==> config.mk <==
export PLATFORM = sky130hd
export DESIGN_NAME = hft_front
export DESIGN_NICKNAME = d
export VERILOG_FILES = /design/src/hdl/hft_pkg.sv /design/src/hdl/hft_front.sv
export SDC_FILE = /design/constraint.sdc
export NUM_CORES = 1
export LEC_CHECK = 0
export ABC_CLOCK_PERIOD_IN_PS = 2700
export BUFFER_PORTS_ARGS = -buffer_cell sky130_fd_sc_hd__buf_2
export CORE_ASPECT_RATIO = 0.6
export CORE_MARGIN = 5
export CORE_UTILIZATION = 35
export CTS_CLUSTER_DIAMETER = 50
export DETAILED_ROUTE_END_ITERATION = 10
export GPL_TIMING_DRIVEN = 0
export PLACE_DENSITY = 0.62
export SYNTH_ARGS = -nofsm -noshare
export SYNTH_HDL_FRONTEND = slang
export SYNTH_SLANG_ARGS = --single-unit
export TNS_END_PERCENT = 5
==> constraint.sdc <==
create_clock -name clk -period 2.7 [get_ports clk]
set_clock_uncertainty 0.05 [all_clocks]
set_input_delay 0.405 -clock clk [delete_from_list [all_inputs] [get_ports clk]]
set_output_delay 0.405 -clock clk [all_outputs]
set_load 0.02 [all_outputs]
==> src/hdl/hft_pkg.sv <==
package hft_pkg;

  // fixed field widths
  localparam int SYM_W    = 8;
  localparam int KIND_W   = 2;
  localparam int COUNT_W  = 4;
  localparam int STATUS_W = 2;

  // serialization marker for a leaf; its symbol byte follows
  localparam logic [SYM_W-1:0] LEAF_MARK = 8'h31;

  // most code bits in one word
  localparam logic [COUNT_W-1:0] MAX_BITS = 4'd8;

  // pending child slot stack
  localparam int SLOT_DEPTH = 256;
  localparam int SLOT_AW    = $clog2(SLOT_DEPTH);
  localparam int SP_W       = SLOT_AW + 1;

  // command queue between front and back
  localparam int Q_DEPTH = 2;
  localparam int Q_AW    = $clog2(Q_DEPTH);
  localparam int CNT_W   = Q_AW + 1;

  // input kind codes
  localparam logic [KIND_W-1:0] KIND_TREE  = 2'd0;
  localparam logic [KIND_W-1:0] KIND_CODE  = 2'd1;
  localparam logic [KIND_W-1:0] KIND_CLEAR = 2'd2;
  localparam logic [KIND_W-1:0] KIND_BAD   = 2'd3;

  typedef enum logic [STATUS_W-1:0] {
    ST_SYMBOL = 2'd0,
    ST_READY  = 2'd1,
    ST_ERROR  = 2'd2
  } status_t;

  typedef enum logic [1:0] {
    OP_TREE,
    OP_CODE,
    OP_CLEAR,
    OP_BAD
  } op_t;

  typedef enum logic [2:0] {
    S_IDLE,
    S_ATTACH,
    S_PUSH,
    S_WALK,
    S_FLUSH,
    S_ROOT
  } state_t;

  typedef struct packed {
    logic [KIND_W-1:0]  kind;
    logic [SYM_W-1:0]   value;
    logic [COUNT_W-1:0] bit_count;
  } in_word_t;

  typedef struct packed {
    logic [SYM_W-1:0]    symbol;
    logic [STATUS_W-1:0] status;
    logic                last;
  } out_word_t;

  // classified command handed from front to back
  typedef struct packed {
    op_t                op;
    logic [SYM_W-1:0]   value;
    logic [COUNT_W-1:0] count;
  } cmd_t;

  function automatic out_word_t make_word(input logic [SYM_W-1:0] sym,
                                          input status_t st,
                                          input logic lst);
    out_word_t w;
    w.symbol = sym;
    w.status = st;
    w.last   = lst;
    return w;
  endfunction

endpackage

==> src/hdl/hft_front.sv <==
module hft_front (
  input  logic             clk,
  input  logic             rst_n,
  input  logic             start,
  input  hft_pkg::in_word_t in_word,
  output logic             busy,
  output logic             cmd_valid,
  output hft_pkg::cmd_t    cmd,
  input  logic             cmd_pop
);

  import hft_pkg::*;

  cmd_t             q_r [Q_DEPTH];
  logic [Q_AW-1:0]  wr_ptr_r, wr_ptr_nxt;
  logic [Q_AW-1:0]  rd_ptr_r, rd_ptr_nxt;
  logic [CNT_W-1:0] cnt_r, cnt_nxt;
  cmd_t             cls;
  logic             push, pop;

  // classify the incoming word
  always_comb begin
    cls.value = in_word.value;
    if (in_word.bit_count > MAX_BITS) begin
      cls.count = MAX_BITS;
    end else begin
      cls.count = in_word.bit_count;
    end
    unique case (in_word.kind)
      KIND_TREE:  cls.op = OP_TREE;
      KIND_CODE:  cls.op = OP_CODE;
      KIND_CLEAR: cls.op = OP_CLEAR;
      KIND_BAD:   cls.op = OP_BAD;
    endcase
  end

  assign busy      = (cnt_r == CNT_W'(Q_DEPTH));
  assign cmd_valid = (cnt_r != '0);
  assign cmd       = q_r[rd_ptr_r];
  assign push      = start && !busy;
  assign pop       = cmd_pop && cmd_valid;

  always_comb begin
    wr_ptr_nxt = wr_ptr_r + Q_AW'(push);
    rd_ptr_nxt = rd_ptr_r + Q_AW'(pop);
    cnt_nxt    = cnt_r + CNT_W'(push) - CNT_W'(pop);
  end

  always_ff @(posedge clk) begin
    if (!rst_n) begin
      wr_ptr_r <= '0;
      rd_ptr_r <= '0;
      cnt_r    <= '0;
    end else begin
      wr_ptr_r <= wr_ptr_nxt;
      rd_ptr_r <= rd_ptr_nxt;
      cnt_r    <= cnt_nxt;
    end
  end

  always_ff @(posedge clk) begin
    if (push) begin
      q_r[wr_ptr_r] <= cls;
    end
  end

endmodule

# Word level (Yosys, flattened, before mapping)

Memory sizes are Yosys's and may differ from the RTL's. A register that Yosys moved wholly into a read port is not among the register bits.
Index checks and enable logic that the tools add are counted.

Add/subtract/negate cells: 4
$lt $le $gt $ge: 1
Eq/ne operators: 4
Mux-type cells: 5
Reduce and logical (&&, ||, !) cells: 5

Operators by type and width:

| cell               | number |
|---|---|
| $pmux 2 s4         | 1 |
| $eq 2x2->1 const B | 3 |
| $gt 4x4->1 const B | 1 |
| $mux 4             | 1 |
| $mux 1             | 3 |
| $add 1x1->1        | 2 |
| $add 2x1->2        | 1 |
| $eq 2x1->1 const B | 1 |
| $logic_and 1x1->1  | 2 |
| $logic_not 2->1    | 1 |
| $reduce_bool 2->1  | 1 |
| $sub 2x1->2        | 1 |
| $logic_not 1->1    | 1 |

Bits in registers: 4
Memory bits (writable): 28
Bits of input ports: 18
Output and inout bits: 16
Memories kept: 1

Memory list:

| name | depth | bits a word | rd ports | clocked after Yosys merged registers in | write ports | RTL line        | text |
|---|---|---|---|---|---|---|---|
| q_r  | 2     | 14          | 1        | 1                                       | 1           | hft_front.sv:14 | `cmd_t q_r [Q_DEPTH];` |

# Longest topological paths before layout

Depth after elaboration: 5
Depth in mapped cells: 7
Gate-level depth less buffers: 7

# Least setup slack after synthesis

No wires, ideal clock.

Kind: reg2reg
Start: register cnt_r[1]
End: memory q_r[1][0] in the netlist's numbering (enable)
Library setup time: 0.366 ns
Arrival: 1.047 ns
Required time: 2.284 ns
Setup slack: 1.237 ns
Stages on the path, launching flop included: 4
Period minus slack after synthesis: 1.463 ns
Cells stage by stage: dfxtp_1 > or2b_1 > and2_1 > ha_1

Word-level cells in the longest chain between the ends: 5

RTL lines:

| item                         | RTL line        | text |
|---|---|---|
| start, declared              | hft_front.sv:17 | `logic [CNT_W-1:0] cnt_r, cnt_nxt;` |
| start signal, assigned       | hft_front.sv:57 | `cnt_r <= cnt_nxt;` |
| $eq 2x2->1                   | hft_front.sv:37 | `assign busy = (cnt_r == CNT_W'(Q_DEPTH));` |
| $logic_not 1->1              | hft_front.sv:40 | `assign push = start && !busy;` |
| $logic_and 1x1->1            | hft_front.sv:40 |  |
| $mux 1                       | hft_front.sv:62 | `if (push) begin` |
| $mux 1 (implied by the code) | hft_front.sv:63 | `q_r[wr_ptr_r] <= cls;` |
| end, declared                | hft_front.sv:14 |  |

No other way between the ends.

==> results.md <==
## Outcome
• **run status** finished clean

## Global route
• **number of global-route vias before repair** 721
• **first-pass GRT wire length** 3.291 mm
• **pin count of the biggest net entering global routing** 15
• **initial antenna violation count** 0
• **remaining global-route overflow** 0
• **Total GRT Usage** 9.039%

## Logic synthesis
• **most repeated cell in the gate-level netlist after synthesis** sky130_fd_sc_hd__edfxtp_1
• **share of synthesized area occupied by flip-flops and latches** 72.24%
• **number of enable-type register cells in the synthesized netlist** 28
• **simple logic cell fraction of the synthesized area** 5.668%
• **post-synthesis adder-cell area fraction** 3.842%
• **most common flop cell mapped by yosys** sky130_fd_sc_hd__edfxtp_1
• **number of unique standard cell types used by synthesis** 17
• **fraction of the mapped netlist area in compound gates** 0.5764%
• **Post-Syn Area per Cell** 17.60 µm²
• **cells taking the most area after synthesis** sky130_fd_sc_hd__edfxtp_1 (65%), sky130_fd_sc_hd__mux2_2 (12%), sky130_fd_sc_hd__dfxtp_1 (7.7%)
• **post-synth top area share** 64.55%
• **Syn Nets** 96
• **biggest area consumer among synthesized cells** sky130_fd_sc_hd__edfxtp_1
• **number of instances in the synthesized netlist** 74
• **share of async-settable or async-resettable flops after synthesis** 0%
• **post-synthesis cell area** 1302 µm²
• **multiplexer share of the synthesized area** 13.64%
• **top cells by instance count after synthesis** sky130_fd_sc_hd__edfxtp_1 (28), sky130_fd_sc_hd__mux2_2 (14), sky130_fd_sc_hd__dfxtp_1 (5)
• **count of yosys warnings during synthesis** 0
• **xor-xnor portion of the synthesized cell area** 1.729%
• **main combinational cell family by area after synthesis** multiplexers
• **synthesis-stage register bit count** 33

## Cells and area
• **number of inserted filler cells in the final layout** 325
• **share of final-layout standard cells stronger than drive strength 1** 47.79%
• **area of the multi-input gates** 331.6 µm²
• **signed area change from the synthesized netlist to the final layout** 24.59%
• **Total Nets Final** 134
• **final instance area** 1623 µm²
• **diodes inserted** 0
• **FF+latch area** 940.9 µm²

## Clocking
• **clock slew at reported path FFs** 60 ps
• **number of buffers on the longest clock path** 2
• **quantity of gates resized following cts** 0
• **number of sinks driven by the clock tree** 33
• **maximum level of the CTS H-tree** 2
• **clock root buffer** sky130_fd_sc_hd__clkbuf_8
• **buffer count from post-CTS setup fixing** 0
• **CTS hold repair buffers** 0
• **insertion delay of the later-clocked pin in the worst-skew pair** 280 ps
• **TritonCTS clock tree** done
• **cts bufs inserted** 5

## Worst setup path
• **WP data arrival** 1460 ps
• **WS Path Type** register to output pin
• **required time of the worst setup path** 2250 ps
• **Max FO, Critical Path** 10
• **Worst Setup End Kind** output pin
• **startpoint types** register

## Timing
• **achievable frequency** 0.5218 GHz
• **actual transition at the worst max-transition pin** 678.5 ps
• **final worst hold slack** 265.7 ps
• **number of pins exceeding their max-slew limit in the final report** 0
• **setup repair after global routing missed its margin** no
• **Slew headroom** 54.77%
• **final number of hold-violating endpoints** 0
• **clock period minus worst slack** 1916 ps
• **Finish-stage setup viols** 0
• **Setup WS post-layout** 783.5 ps
• **Post-Route Setup TNS** 0 ps
• **period utilization** 70.98%

## Route
• **detailed-route vias per instance** 4.281
• **Wirelength per Cell** 13.19 µm
• **drt first pass iters** 3
• **total routed wirelength** 2.111 mm
• **count of nets left with antenna violations after detail routing** 0
• **Via Count** 685
• **# DRC** 0
• **Initial DRC Count** 21

## Floorplan
• **DIE AREA** 5082 µm²
• **area of the core** 3637 µm²
• **die height** 57.26 µm
• **count of pins on the block boundary** 34
• **horizontal extent of the die** 88.76 µm
• **initial core utilization** 35.81%
• **number of placement rows** 17

## Place
• **Area after DPL** 1516 µm²
• **number of buffers inserted by port buffering** 31
• **RD Place Congestion** 0.6924
• **worst slack after detailed placement** 977.0 ps
• **post-detailed-placement half-perimeter wirelength** 1.519 mm

## Power
• **highest ir drop seen on vdd** 0.3838 mV
• **Leak Pwr** 0.6438 nW
• **power density over the cells** 965.1 nW/µm²
• **total power** 0.001566 W

## Run
• **max-cap viol count** 0

## Min path
• **classification of the worst-slack hold path** input port to register

-- per-layer routing --
| layer | track usage, % | vias to the layer above | routed length [µm] |
|---|---|---|---|
| li1 | - | 340 | - |
| met1 | 10.41 | 314 | 845 |
| met2 | 14.27 | 26 | 1047 |
| met3 | 4.906 | 5 | 190 |
| met4 | 3.233 | 0 | 27 |
| met5 | 0 | - | 0 |
-- path summary, 6_finish.rpt --
path / start / end / slack (ps) / cells after the start
worst max-delay path: register / cmd[3] / 780 / 3
worst min-delay path: in_word[9] / q_r[0][9]$_DFFE_PP_ / 270 / 1
worst max register to register: cnt_r[1]$_SDFF_PN0_ / q_r[0][13]$_DFFE_PP_ / 1010 / 3
worst min register to register: rd_ptr_r$_SDFF_PN0_ / rd_ptr_r$_SDFF_PN0_ / 430 / 2
-- report_power, final --
group / switching (W) / internal [W]
sequential: 0.0000329 / 0.000652
clock: 0.000164 / 0.000272
combinational: 0.000245 / 0.000200
total: 0.000442 / 0.00112
-- cell type report --
type	instances	share of cell area (%)
Tap cell	47	3.624
Timing Repair Buffer	31	9.561
Buffer	4	1.157
Clock buffer	6	4.472
Multi-Input combinational cell	34	20.43
Sequential cell	33	57.98
Inverter	3	0.6939
Clock inverter	2	2.082
-- flip-flops by register name, indices dropped and copies added (netlist names), named ones only --
register and cells:
cnt_r 2, wr_ptr_r 1, rd_ptr_r 1, q_r 28
-- cell families after synthesis --
| logic type | Yosys count |
|---|---|
| AOI/OAI and AO/OA | 1 |
| xor gates and xnor gates | 1 |
| adders and majority gates | 4 |
| buffers and inverters | 7 |
| DFF | 33 |
| muxes | 16 |
| and+or+nand+nor | 12 |
-- cells in the final DEF, fill, tap and decap left out, drive strengths merged, types with 2 or more instances in the layout --
cell	count
and2	2
nor2b	5
clkbuf	9
dfxtp	5
buf	32
edfxtp	28
mux2i	2
inv	3
mux2	14
nand2	2
ha	4
-- worst max-delay path: stages (launching register included) --
cell	delay, ps
sky130_fd_sc_hd__dfxtp_1	430
sky130_fd_sc_hd__buf_4	230
sky130_fd_sc_hd__mux2_2	360
sky130_fd_sc_hd__buf_2	160
-- stage by stage --
| step | cells | utilization, % |
|---|---|---|
| 2_1_floorplan | 74 | - |
| 3_3_place_gp | 152 | 41.69 |
| 3_5_place_dp | 152 | 41.69 |
| 4_1_cts | 160 | 44.62 |
| 5_1_grt | 160 | 44.62 |
| 6_report | 160 | 44.62 |
(Power assumes the default switching activity.)
